<file path="src/hdl/cdchk_pkg.sv">
// Shared types, constants and helper functions for the clock drift checker.
`default_nettype none

package cdchk_pkg;

   localparam int YEAR_W  = 12;
   localparam int DAYS_W  = 20;
   localparam int TOD_W   = 17;
   localparam int SECS_W  = 36;
   localparam int THRESH_W = 16;

   typedef logic [YEAR_W-1:0]   year_type;
   typedef logic [DAYS_W-1:0]   days_type;
   typedef logic [TOD_W-1:0]    tod_type;
   typedef logic [SECS_W-1:0]   secs_type;
   typedef logic [THRESH_W-1:0] thresh_type;

   localparam int EPOCH_YEAR  = 2000;
   localparam int EPOCH_LEAPS = (EPOCH_YEAR - 1) / 4 - (EPOCH_YEAR - 1) / 100
                                + (EPOCH_YEAR - 1) / 400;

   localparam year_type   EPOCH_YEAR_V      = year_type'(EPOCH_YEAR);
   localparam year_type   LOCAL_YEAR_WRAP   = year_type'(100);
   localparam year_type   LOCAL_YEAR_BASE   = year_type'(2000);
   localparam days_type   DAYS_PER_YEAR     = days_type'(365);
   localparam days_type   EPOCH_LEAPS_V     = days_type'(EPOCH_LEAPS);
   localparam tod_type    SECS_PER_HOUR     = tod_type'(3600);
   localparam tod_type    SECS_PER_MINUTE   = tod_type'(60);
   localparam secs_type   SECS_PER_DAY      = secs_type'(86400);
   localparam thresh_type THRESHOLD_DEFAULT = thresh_type'(180);

   localparam logic [3:0] MONTH_JAN = 4'd1;
   localparam logic [3:0] MONTH_FEB = 4'd2;
   localparam logic [3:0] MONTH_DEC = 4'd12;

   typedef struct packed {
      year_type   year;
      logic [3:0] month;
      logic [4:0] day;
      logic [4:0] hour;
      logic [5:0] minute;
      logic [5:0] second;
   } date_type;

   typedef struct packed {
      days_type days;
      tod_type  tod;
   } count_type;

   // Floor of a 12-bit value divided by 100, by reciprocal multiplication.
   function automatic logic [5:0] div100(input year_type n);
      logic [24:0] prod;
      prod = 25'(n) * 25'd5243;
      return prod[24:19];
   endfunction

   // Days before the first of a month in a common year; month is 1 to 12.
   function automatic logic [8:0] days_before_month(input logic [3:0] m);
      logic [8:0] d;
      case (m)
         4'd1:    d = 9'd0;
         4'd2:    d = 9'd31;
         4'd3:    d = 9'd59;
         4'd4:    d = 9'd90;
         4'd5:    d = 9'd120;
         4'd6:    d = 9'd151;
         4'd7:    d = 9'd181;
         4'd8:    d = 9'd212;
         4'd9:    d = 9'd243;
         4'd10:   d = 9'd273;
         4'd11:   d = 9'd304;
         4'd12:   d = 9'd334;
         default: d = 9'd0;
      endcase
      return d;
   endfunction

endpackage

`default_nettype wire

</file>
<file path="src/hdl/clock_drift_check.sv">
// Top level of the clock drift checker: four-stage pipeline with valid and ready handshakes.
// Throughput: one word per cycle unless stalled; stages: input, day count, seconds, result.
// A stalled result holds the pipeline; req_ready falls only when every stage is full
// and the result word is stalled.
// Synchronous active-high reset empties all stages and sets the drift threshold to 180.
`default_nettype none

module clock_drift_check (
   input  wire logic        clock,
   input  wire logic        reset,

   input  wire logic        req_valid,
   output logic             req_ready,
   input  wire logic [11:0] req_ref_year,
   input  wire logic [3:0]  req_ref_month,
   input  wire logic [4:0]  req_ref_day,
   input  wire logic [4:0]  req_ref_hour,
   input  wire logic [5:0]  req_ref_minute,
   input  wire logic [5:0]  req_ref_second,
   input  wire logic [11:0] req_local_year,
   input  wire logic [3:0]  req_local_month,
   input  wire logic [4:0]  req_local_day,
   input  wire logic [4:0]  req_local_hour,
   input  wire logic [5:0]  req_local_minute,
   input  wire logic [5:0]  req_local_second,

   output logic             rsp_valid,
   input  wire logic        rsp_ready,
   output logic [35:0]      rsp_ref_seconds,
   output logic [35:0]      rsp_local_seconds,
   output logic [35:0]      rsp_drift_seconds,
   output logic             rsp_update_needed,

   input  wire logic        csr_wr_en,
   input  wire logic [15:0] csr_wr_data
);

   logic adv1, adv2, adv3, adv4;

   logic                  v1_ff, v2_ff, v3_ff, v4_ff;
   cdchk_pkg::date_type   ref_date_ff, local_date_ff;
   cdchk_pkg::count_type  ref_count_ff, local_count_ff;
   cdchk_pkg::secs_type   ref_secs_ff, local_secs_ff;
   cdchk_pkg::secs_type   ref_out_ff, local_out_ff, drift_out_ff;
   logic                  update_out_ff;
   cdchk_pkg::thresh_type threshold_ff;

   cdchk_pkg::date_type   ref_date_in, local_date_in;
   cdchk_pkg::count_type  ref_count_in, local_count_in;
   cdchk_pkg::secs_type   ref_secs_in, local_secs_in;
   cdchk_pkg::secs_type   drift_in;
   logic                  update_in;

   always_comb begin
      adv4      = !v4_ff || rsp_ready;
      adv3      = !v3_ff || adv4;
      adv2      = !v2_ff || adv3;
      adv1      = !v1_ff || adv2;
      req_ready = adv1;
   end

   always_comb begin
      ref_date_in.year   = req_ref_year;
      ref_date_in.month  = req_ref_month;
      ref_date_in.day    = req_ref_day;
      ref_date_in.hour   = req_ref_hour;
      ref_date_in.minute = req_ref_minute;
      ref_date_in.second = req_ref_second;

      // A two-digit local year is taken as a year of this century.
      if (req_local_year < cdchk_pkg::LOCAL_YEAR_WRAP) begin
         local_date_in.year = req_local_year + cdchk_pkg::LOCAL_YEAR_BASE;
      end else begin
         local_date_in.year = req_local_year;
      end
      local_date_in.month  = req_local_month;
      local_date_in.day    = req_local_day;
      local_date_in.hour   = req_local_hour;
      local_date_in.minute = req_local_minute;
      local_date_in.second = req_local_second;
   end

   cdchk_to_days u_ref_days (
      .date_in   (ref_date_ff),
      .count_out (ref_count_in)
   );

   cdchk_to_days u_local_days (
      .date_in   (local_date_ff),
      .count_out (local_count_in)
   );

   always_comb begin
      ref_secs_in   = cdchk_pkg::secs_type'(ref_count_ff.days) * cdchk_pkg::SECS_PER_DAY
                      + cdchk_pkg::secs_type'(ref_count_ff.tod);
      local_secs_in = cdchk_pkg::secs_type'(local_count_ff.days) * cdchk_pkg::SECS_PER_DAY
                      + cdchk_pkg::secs_type'(local_count_ff.tod);
   end

   cdchk_compare u_compare (
      .ref_secs   (ref_secs_ff),
      .local_secs (local_secs_ff),
      .threshold  (threshold_ff),
      .drift      (drift_in),
      .over       (update_in)
   );

   always_ff @(posedge clock) begin
      if (reset) begin
         v1_ff        <= 1'b0;
         v2_ff        <= 1'b0;
         v3_ff        <= 1'b0;
         v4_ff        <= 1'b0;
         threshold_ff <= cdchk_pkg::THRESHOLD_DEFAULT;
      end else begin
         if (adv1) begin
            v1_ff <= req_valid;
         end
         if (adv2) begin
            v2_ff <= v1_ff;
         end
         if (adv3) begin
            v3_ff <= v2_ff;
         end
         if (adv4) begin
            v4_ff <= v3_ff;
         end
         if (csr_wr_en) begin
            threshold_ff <= csr_wr_data;
         end
      end
   end

   always_ff @(posedge clock) begin
      if (adv1) begin
         ref_date_ff   <= ref_date_in;
         local_date_ff <= local_date_in;
      end
      if (adv2) begin
         ref_count_ff   <= ref_count_in;
         local_count_ff <= local_count_in;
      end
      if (adv3) begin
         ref_secs_ff   <= ref_secs_in;
         local_secs_ff <= local_secs_in;
      end
      if (adv4) begin
         ref_out_ff    <= ref_secs_ff;
         local_out_ff  <= local_secs_ff;
         drift_out_ff  <= drift_in;
         update_out_ff <= update_in;
      end
   end

   assign rsp_valid         = v4_ff;
   assign rsp_ref_seconds   = ref_out_ff;
   assign rsp_local_seconds = local_out_ff;
   assign rsp_drift_seconds = drift_out_ff;
   assign rsp_update_needed = update_out_ff;

endmodule

`default_nettype wire

</file>
<file path="src/hdl/cdchk_to_days.sv">
// Date and time to days since the epoch (from Jan 1 of years before it) and seconds of day.
`default_nettype none

module cdchk_to_days (
   input  cdchk_pkg::date_type  date_in,
   output cdchk_pkg::count_type count_out
);

   cdchk_pkg::year_type yr;
   cdchk_pkg::year_type yr_prev;
   logic [5:0]          q_yr;
   logic [5:0]          q_prev;
   logic [5:0]          q_prev4;
   cdchk_pkg::days_type leaps_prev;
   cdchk_pkg::days_type year_days;
   logic                div4;
   logic                div100_exact;
   logic                leap;
   logic [3:0]          month_c;
   logic [4:0]          day_off;
   cdchk_pkg::days_type month_days;

   always_comb begin
      yr      = date_in.year;
      yr_prev = yr - cdchk_pkg::year_type'(1);
      q_yr    = cdchk_pkg::div100(yr);
      q_prev  = cdchk_pkg::div100(yr_prev);
      q_prev4 = cdchk_pkg::div100(cdchk_pkg::year_type'(yr_prev[11:2]));

      leaps_prev = cdchk_pkg::days_type'(yr_prev[11:2])
                   - cdchk_pkg::days_type'(q_prev)
                   + cdchk_pkg::days_type'(q_prev4);

      if (yr > cdchk_pkg::EPOCH_YEAR_V) begin
         year_days = cdchk_pkg::days_type'(yr - cdchk_pkg::EPOCH_YEAR_V)
                     * cdchk_pkg::DAYS_PER_YEAR
                     + leaps_prev - cdchk_pkg::EPOCH_LEAPS_V;
      end else begin
         year_days = '0;
      end

      // A year is a multiple of 400 when it is a multiple of 100 with a quotient divisible by 4.
      div4         = (yr[1:0] == 2'b00);
      div100_exact = (yr == cdchk_pkg::year_type'(cdchk_pkg::year_type'(q_yr)
                                                   * cdchk_pkg::year_type'(100)));
      leap         = (div4 && !div100_exact) || (div100_exact && (q_yr[1:0] == 2'b00));

      if (date_in.month < cdchk_pkg::MONTH_JAN) begin
         month_c = cdchk_pkg::MONTH_JAN;
      end else if (date_in.month > cdchk_pkg::MONTH_DEC) begin
         month_c = cdchk_pkg::MONTH_DEC;
      end else begin
         month_c = date_in.month;
      end

      month_days = cdchk_pkg::days_type'(cdchk_pkg::days_before_month(month_c));
      if ((month_c > cdchk_pkg::MONTH_FEB) && leap) begin
         month_days = month_days + cdchk_pkg::days_type'(1);
      end

      day_off = (date_in.day == 5'd0) ? 5'd0 : (date_in.day - 5'd1);

      count_out.days = year_days + month_days + cdchk_pkg::days_type'(day_off);
      count_out.tod  = cdchk_pkg::tod_type'(date_in.hour) * cdchk_pkg::SECS_PER_HOUR
                       + cdchk_pkg::tod_type'(date_in.minute) * cdchk_pkg::SECS_PER_MINUTE
                       + cdchk_pkg::tod_type'(date_in.second);
   end

endmodule

`default_nettype wire

</file>
<file path="src/hdl/cdchk_compare.sv">
// Forms the absolute difference of two second counts and checks it against the threshold.
`default_nettype none

module cdchk_compare (
   input  cdchk_pkg::secs_type   ref_secs,
   input  cdchk_pkg::secs_type   local_secs,
   input  cdchk_pkg::thresh_type threshold,
   output cdchk_pkg::secs_type   drift,
   output logic                  over
);

   always_comb begin
      if (ref_secs >= local_secs) begin
         drift = ref_secs - local_secs;
      end else begin
         drift = local_secs - ref_secs;
      end
      over = (drift > cdchk_pkg::secs_type'(threshold));
   end

endmodule

`default_nettype wire

</file>
<file path="config.mk">
export PLATFORM = sky130hd
export DESIGN_NAME = clock_drift_check
export DESIGN_NICKNAME = d
export VERILOG_FILES = /design/src/hdl/cdchk_pkg.sv /design/src/hdl/clock_drift_check.sv /design/src/hdl/cdchk_to_days.sv /design/src/hdl/cdchk_compare.sv
export SDC_FILE = /design/constraint.sdc
export NUM_CORES = 2
export LEC_CHECK = 0
export BUFFER_PORTS_ARGS = -buffer_cell sky130_fd_sc_hd__clkbuf_2
export CORE_MARGIN = 2
export CORE_UTILIZATION = 59
export DETAILED_ROUTE_END_ITERATION = 12
export MAX_ROUTING_LAYER = met4
export PLACE_DENSITY_LB_ADDON = 0.1
export SYNTH_ARGS = -nofsm -noshare
export SYNTH_HDL_FRONTEND = slang
export SYNTH_SLANG_ARGS = --single-unit
</file>
<file path="constraint.sdc">
create_clock -name clock -period 12.2 [get_ports clock]
set_clock_uncertainty 0.05 [all_clocks]
set_input_delay 1.83 -clock clock [delete_from_list [all_inputs] [get_ports clock]]
set_output_delay 1.83 -clock clock [all_outputs]
set_load 0.01 [all_outputs]
</file>
After elaboration in Yosys (flattened, before gate mapping)
Memories as Yosys holds them, arrays and structs flattened.
Cells that the tools add are included.

storage, ports and cells
  flip-flop bits (word level) = 351
  memory bits (read-only) = 288
  memories = 2

memories
  memory            depth  bits a word  rd ports  clocked after Yosys merged registers in  wr ports  line             RTL
  (name not given)  16     9            1         0                                        0         cdchk_pkg.sv:60  case (m)
  (name not given)  16     9            1         0                                        0         cdchk_pkg.sv:60

operators by class
  $add $sub $neg = 29
  $mul = 16
  order comparisons = 11
  eq/ne operators = 2
  multiplexer cells = 12
  reductions and logical operators = 24

operators with widths
  operator                                                                           number
  12-bit by 13-bit multiplier with 25-bit output, second input constant              4
  20-bit adder                                                                       4
  20-bit two-way mux                                                                 4
  36-bit by 17-bit adder with 36-bit output                                          2
  36-bit subtractor                                                                  2
  20-bit by 10-bit multiplier with 29-bit output, second input constant              2
  10-bit by 13-bit multiplier with 23-bit output, second input constant              2
  20-bit by 4-bit adder with 20-bit output                                           2
  20-bit by 5-bit adder with 20-bit output                                           2
  20-bit by 9-bit multiplier with 20-bit output, second input constant               2
  20-bit by 9-bit subtractor with 20-bit output, second input constant               2
  36-bit >= comparator                                                               1
  36-bit by 16-bit greater-than comparator with 1-bit output                         1
  36-bit two-way mux                                                                 1
  17-bit by 12-bit adder with 17-bit output                                          2
  17-bit by 6-bit adder with 17-bit output                                           2
  5-bit by 8-bit multiplier with 13-bit output, second input constant                2
  12-bit by 11-bit subtractor with 13-bit output, second input constant              2
  12-bit equality test                                                               2
  12-bit by 11-bit greater-than comparator with 1-bit output, second input constant  2
  12-bit by 1-bit subtractor with 12-bit output, second input constant               2
  10-bit by 6-bit subtractor with 11-bit output                                      2
  9-bit by 1-bit adder with 10-bit output, second input constant                     2
  6-bit by 4-bit multiplier with 10-bit output, second input constant                2
  15 further kinds                                                                   43

Logic depth before layout (Yosys ltp)
  depth after elaboration = 10
  gate-level depth with buffers = 58
  mapped depth without buffers = 57

Modules after synthesis
A second synthesis with hierarchy kept.

second synthesis, totals
  cell total of the unflattened synthesis = 5183
  area, all modules = 51231.6 sq um

by module, submodules not included
  module                         times used  cells an instance  area an instance (sq um)  sequential area each (sq um)
  clock_drift_check              1           1414               18999.5                   10339.9
  cdchk_to_days at u_local_days  1           1534               13839.5                   0.0
  cdchk_to_days at u_ref_days    1           1512               13616.8                   0.0
  cdchk_compare                  1           723                4775.8                    0.0

Least setup slack after synthesis
No wires, ideal clock.

  path kind = reg2reg
  start = register ref_date_ff[28] in the netlist's numbering
  end = register ref_count_ff[36] in the netlist's numbering, data pin
  arrival = 12856 ps
  path slack = -964 ps
  cell stages (with the launch flop) = 55
  buffers on the path = 1
  period minus slack after synthesis = 13164 ps
  cells stage by stage = edfxtp_1 clkbuf_1 inv_1 ha_1 a21boi_0 o21ai_0 nand4b_1 a21boi_0 xnor2_1 inv_1 ha_1 ha_1 or2_2 ha_1 inv_1 fa_1 inv_1 fa_1 [19 not listed] fa_1 inv_1 ha_1 a21o_1 a21o_1 a21oi_1 xor2_1 nor2_1 ha_1 ha_1 nand2_1 a21oi_1 o211ai_1 a211oi_2 nand4_1 or4_1 nor3_2 xnor2_1

RTL lines
  item                    line                      RTL
  start, declared         clock_drift_check.sv:41   cdchk_pkg::date_type ref_date_ff, local_date_ff;
  start signal, assigned  clock_drift_check.sv:136  ref_date_ff <= ref_date_in;
  end signal, assigned    clock_drift_check.sv:140  ref_count_ff <= ref_count_in;
  end, declared           clock_drift_check.sv:42   cdchk_pkg::count_type ref_count_ff, local_count_ff;

==> results.md <==
- RSZ-0062 raised after global routing: yes
- Max Root-Sink Buffers: 3
- Die Y: 296 um
- CTS buffer count: 43
- Critical Path Sink Type: flop
- DRT iter0 DRCs: 1634
- Worst skew pair latency: 0.59 ns
- Layout cell share with drive strength beyond 1: 0.133
- Placer Congestion: 0.971
- Final Hold Violating Endpoints: 0
- Min-delay worst type: reg2reg
- Pre-Repair DR Iteration Count: 5
- CTS tree: yes
- Clk slew on worst S/H paths: 0.07 ns
- Die area: 0.0878 sq mm
- Initial antenna violation count: 1
- NumNets Final: 7141
- Area delta synth->final: 12.8%
- Yosys reg bits: 351
- Core area: 0.0849 sq mm
- Placed Cells: 6597
- Detailed Route WL: 113000 um
- Fmax: 0.0834 GHz
- Final period util: 0.982
- Max-capacitance violation count: 0
- Critical path type: reg2reg
- Via count: 35785
- Clk root buf: clkbuf_16
- Crit-path max cell delay: 0.59 ns
- Sinks on Clock Net: 351
- Antenna viol nets, final: 0
- Synth Instances: 5138
- Filler cells: 6874
- Critical Path AT: 12.27 ns
- DPL Wire Length: 95800 um
- Worst-Margin Slew: 0.950 ns
- Max-slew violations: 0
- DR vias/cell: 5.31
- Starting Density: 0.594
- Drt drc: 0
- Critical path's top delay family: adder cells
- Hold Buf Count CTS: 0
- Wire length of the first global-routing pass: 182000 um
- Mapped cell area: 0.0504 sq mm
- Critical-path top delay cell: or4_4
- Fraction of registers with async set/reset: 0
- H-tree depth: 2
- Vias in the first global route: 36264
- Fin cells: 6734
- Fin crit period: 11.99 ns
- Type of origin of the critical path: flop
- WP buf/inv: 11
- Port bufs: 207
- Status: complete, no violations
- Post-synth EDFFs: 331
- Most frequent cell on the critical path: ha_4
- Routed len/inst: 16.8 um
- Ys Warns: 0
- Top_reg_cell synth: edfxtp_1
- Worst-path fanout max: 3
- Pin count of the biggest net entering global routing: 73
- Register area share after synthesis: 0.205
- Hold WS: 0.367 ns
- Die W: 296 um
- Overall routing resource usage: 0.268
- Max-slew headroom: 0.367
- Critical Path RT: 12.49 ns
- I/O pin cnt: 208
- Sum of negative setup slack: 0 ns
- Cell Rows: 107
- Mean Syn Cell Area: 9.81 sq um
- GR Overflow Total: 0
- # setup viols final: 0
- Post-synth cell types: 96
==> registers in the layout, summed over array words and instances (netlist names), 16 cells and up <==
signal and count:
local_count_ff 37, local_date_ff 38, local_secs_ff 36, ref_count_ff 37
ref_date_ff 38, ref_secs_ff 36, rsp_drift_seconds 36, rsp_local_seconds 36
rsp_ref_seconds 36, threshold_ff 16
==> cells by family after synthesis <==
group | count (synthesis) | share of synthesized area
adder cells (fa/ha/maj) | 1489 | 0.439
buffers and inverters | 1287 | 0.0974
AO/OA/AOI/OAI | 825 | 0.106
AND/OR/NAND/NOR | 746 | 0.0740
XOR/XNOR | 388 | 0.0677
flip-flops | 351 | 0.205
multiplexers | 51 | 0.0107
other | 1 | 0.0000744
==> cells in the final DEF (no fill, tap or decap), types with 27 or more instances in the layout <==
cell type  netlist  layout
nand2_1        174     169
ha_4             0      34
buf_4            7     220
o21bai_1        52      52
edfxtp_1       331     331
mux2i_1         39      38
a21oi_1        271     262
xor2_1         107     104
clkbuf_2         0     207
nor2_1         187     183
nand2b_1        29      28
inv_1         1227    1188
nand3_1         70      67
a21o_1         134     134
fa_1           469     457
o21a_1          27      27
and3_1          28      27
xnor2_1        280     267
nor3_1          55      50
inv_2            0      35
ha_1          1020     978
nor2b_1         38      34
clkbuf_16        0      43
nand4_1         40      40
o21ai_0        140     124
==> cell usage after synthesis, types with 20 or more instances <==
master	n	area share
fa_1	469	0.19
nor2b_1	38	0.0047
o21bai_1	52	0.0077
xor2_1	107	0.019
o21a_1	27	0.0040
ha_1	1020	0.25
xnor2_1	280	0.049
a21oi_1	271	0.027
dfxtp_1	20	0.0079
a211oi_1	27	0.0040
or2_2	23	0.0029
o21ai_0	140	0.014
nand3_1	70	0.0069
nand2_1	174	0.013
and3_1	28	0.0035
nor2_1	187	0.014
edfxtp_1	331	0.20
nand2b_1	29	0.0036
mux2i_1	39	0.0077
inv_1	1227	0.091
a21o_1	134	0.020
or3_1	26	0.0032
clkbuf_1	35	0.0026
o211ai_1	22	0.0033
nor3_1	55	0.0055
nand4_1	40	0.0050
==> repair_timing <==
action / in CTS / in global routing
pin swaps: 8 / 158
gates resized for setup: 13 / 186
endpoints found under the setup margin: 9 / 21
setup buffers: 7 / 50
==> final timing paths <==
| path | startpoint | end | slack [ns] | cells after the start |
|---|---|---|---|---|
| hold / removal | local_count_ff[4]$_DFFE_PP_ | local_secs_ff[4]$_DFFE_PP_ | 0.37 | 0 |
| setup reg to reg | ref_date_ff[28]$_DFFE_PP_ | ref_count_ff[36]$_DFFE_PP_ | 0.21 | 53 |
| setup / recovery | ref_date_ff[28]$_DFFE_PP_ | ref_count_ff[36]$_DFFE_PP_ | 0.21 | 53 |
| hold reg to reg | local_count_ff[4]$_DFFE_PP_ | local_secs_ff[4]$_DFFE_PP_ | 0.37 | 0 |
==> area by class of cell <==
class / instances / area, sq um / area share
multi-input combinational: 3501 / 36200 / 0.637
sequential: 351 / 10300 / 0.182
inverter: 1227 / 4620 / 0.0812
timing repair buffer: 431 / 2730 / 0.0480
tap: 1144 / 1430 / 0.0252
clock buffer: 45 / 1080 / 0.0190
clock inverter: 34 / 435 / 0.00765
antenna: 1 / 2.50 / 0.0000440
==> per-stage QoR <==
stage                     setup slack (ns)  cell area (sq um)  utilization
after floorplan                    -0.0244              50600            -
after global placement             0.00135              54000        0.636
after detailed placement            -0.225              54000        0.636
after CTS                          -0.0273              55600        0.655
after global routing                -0.285              56900        0.670
final                                0.214              56900        0.670
==> per-layer routing <==
layer	routed length [um]	up-vias	GRT usage
met3	4150	143	0.0234
met1	51800	17142	0.349
met4	2490	0	0.0574
met5	0	-	-
met2	55000	643	0.456
li1	-	17857	-
==> worst register-to-register path, delay by kind of cell, from the launching register on <==
family / cells / cell delay, ns
xor+xnor: 5 / 0.67
buf+inv: 11 / 0.76
compound gates: 13 / 2.10
fa+ha+maj: 17 / 5.99
flops: 1 / 0.43
simple gates: 7 / 1.70
Power is not shown: default switching activity piles up to over one toggle a cycle in this logic, so the estimate is an artifact.
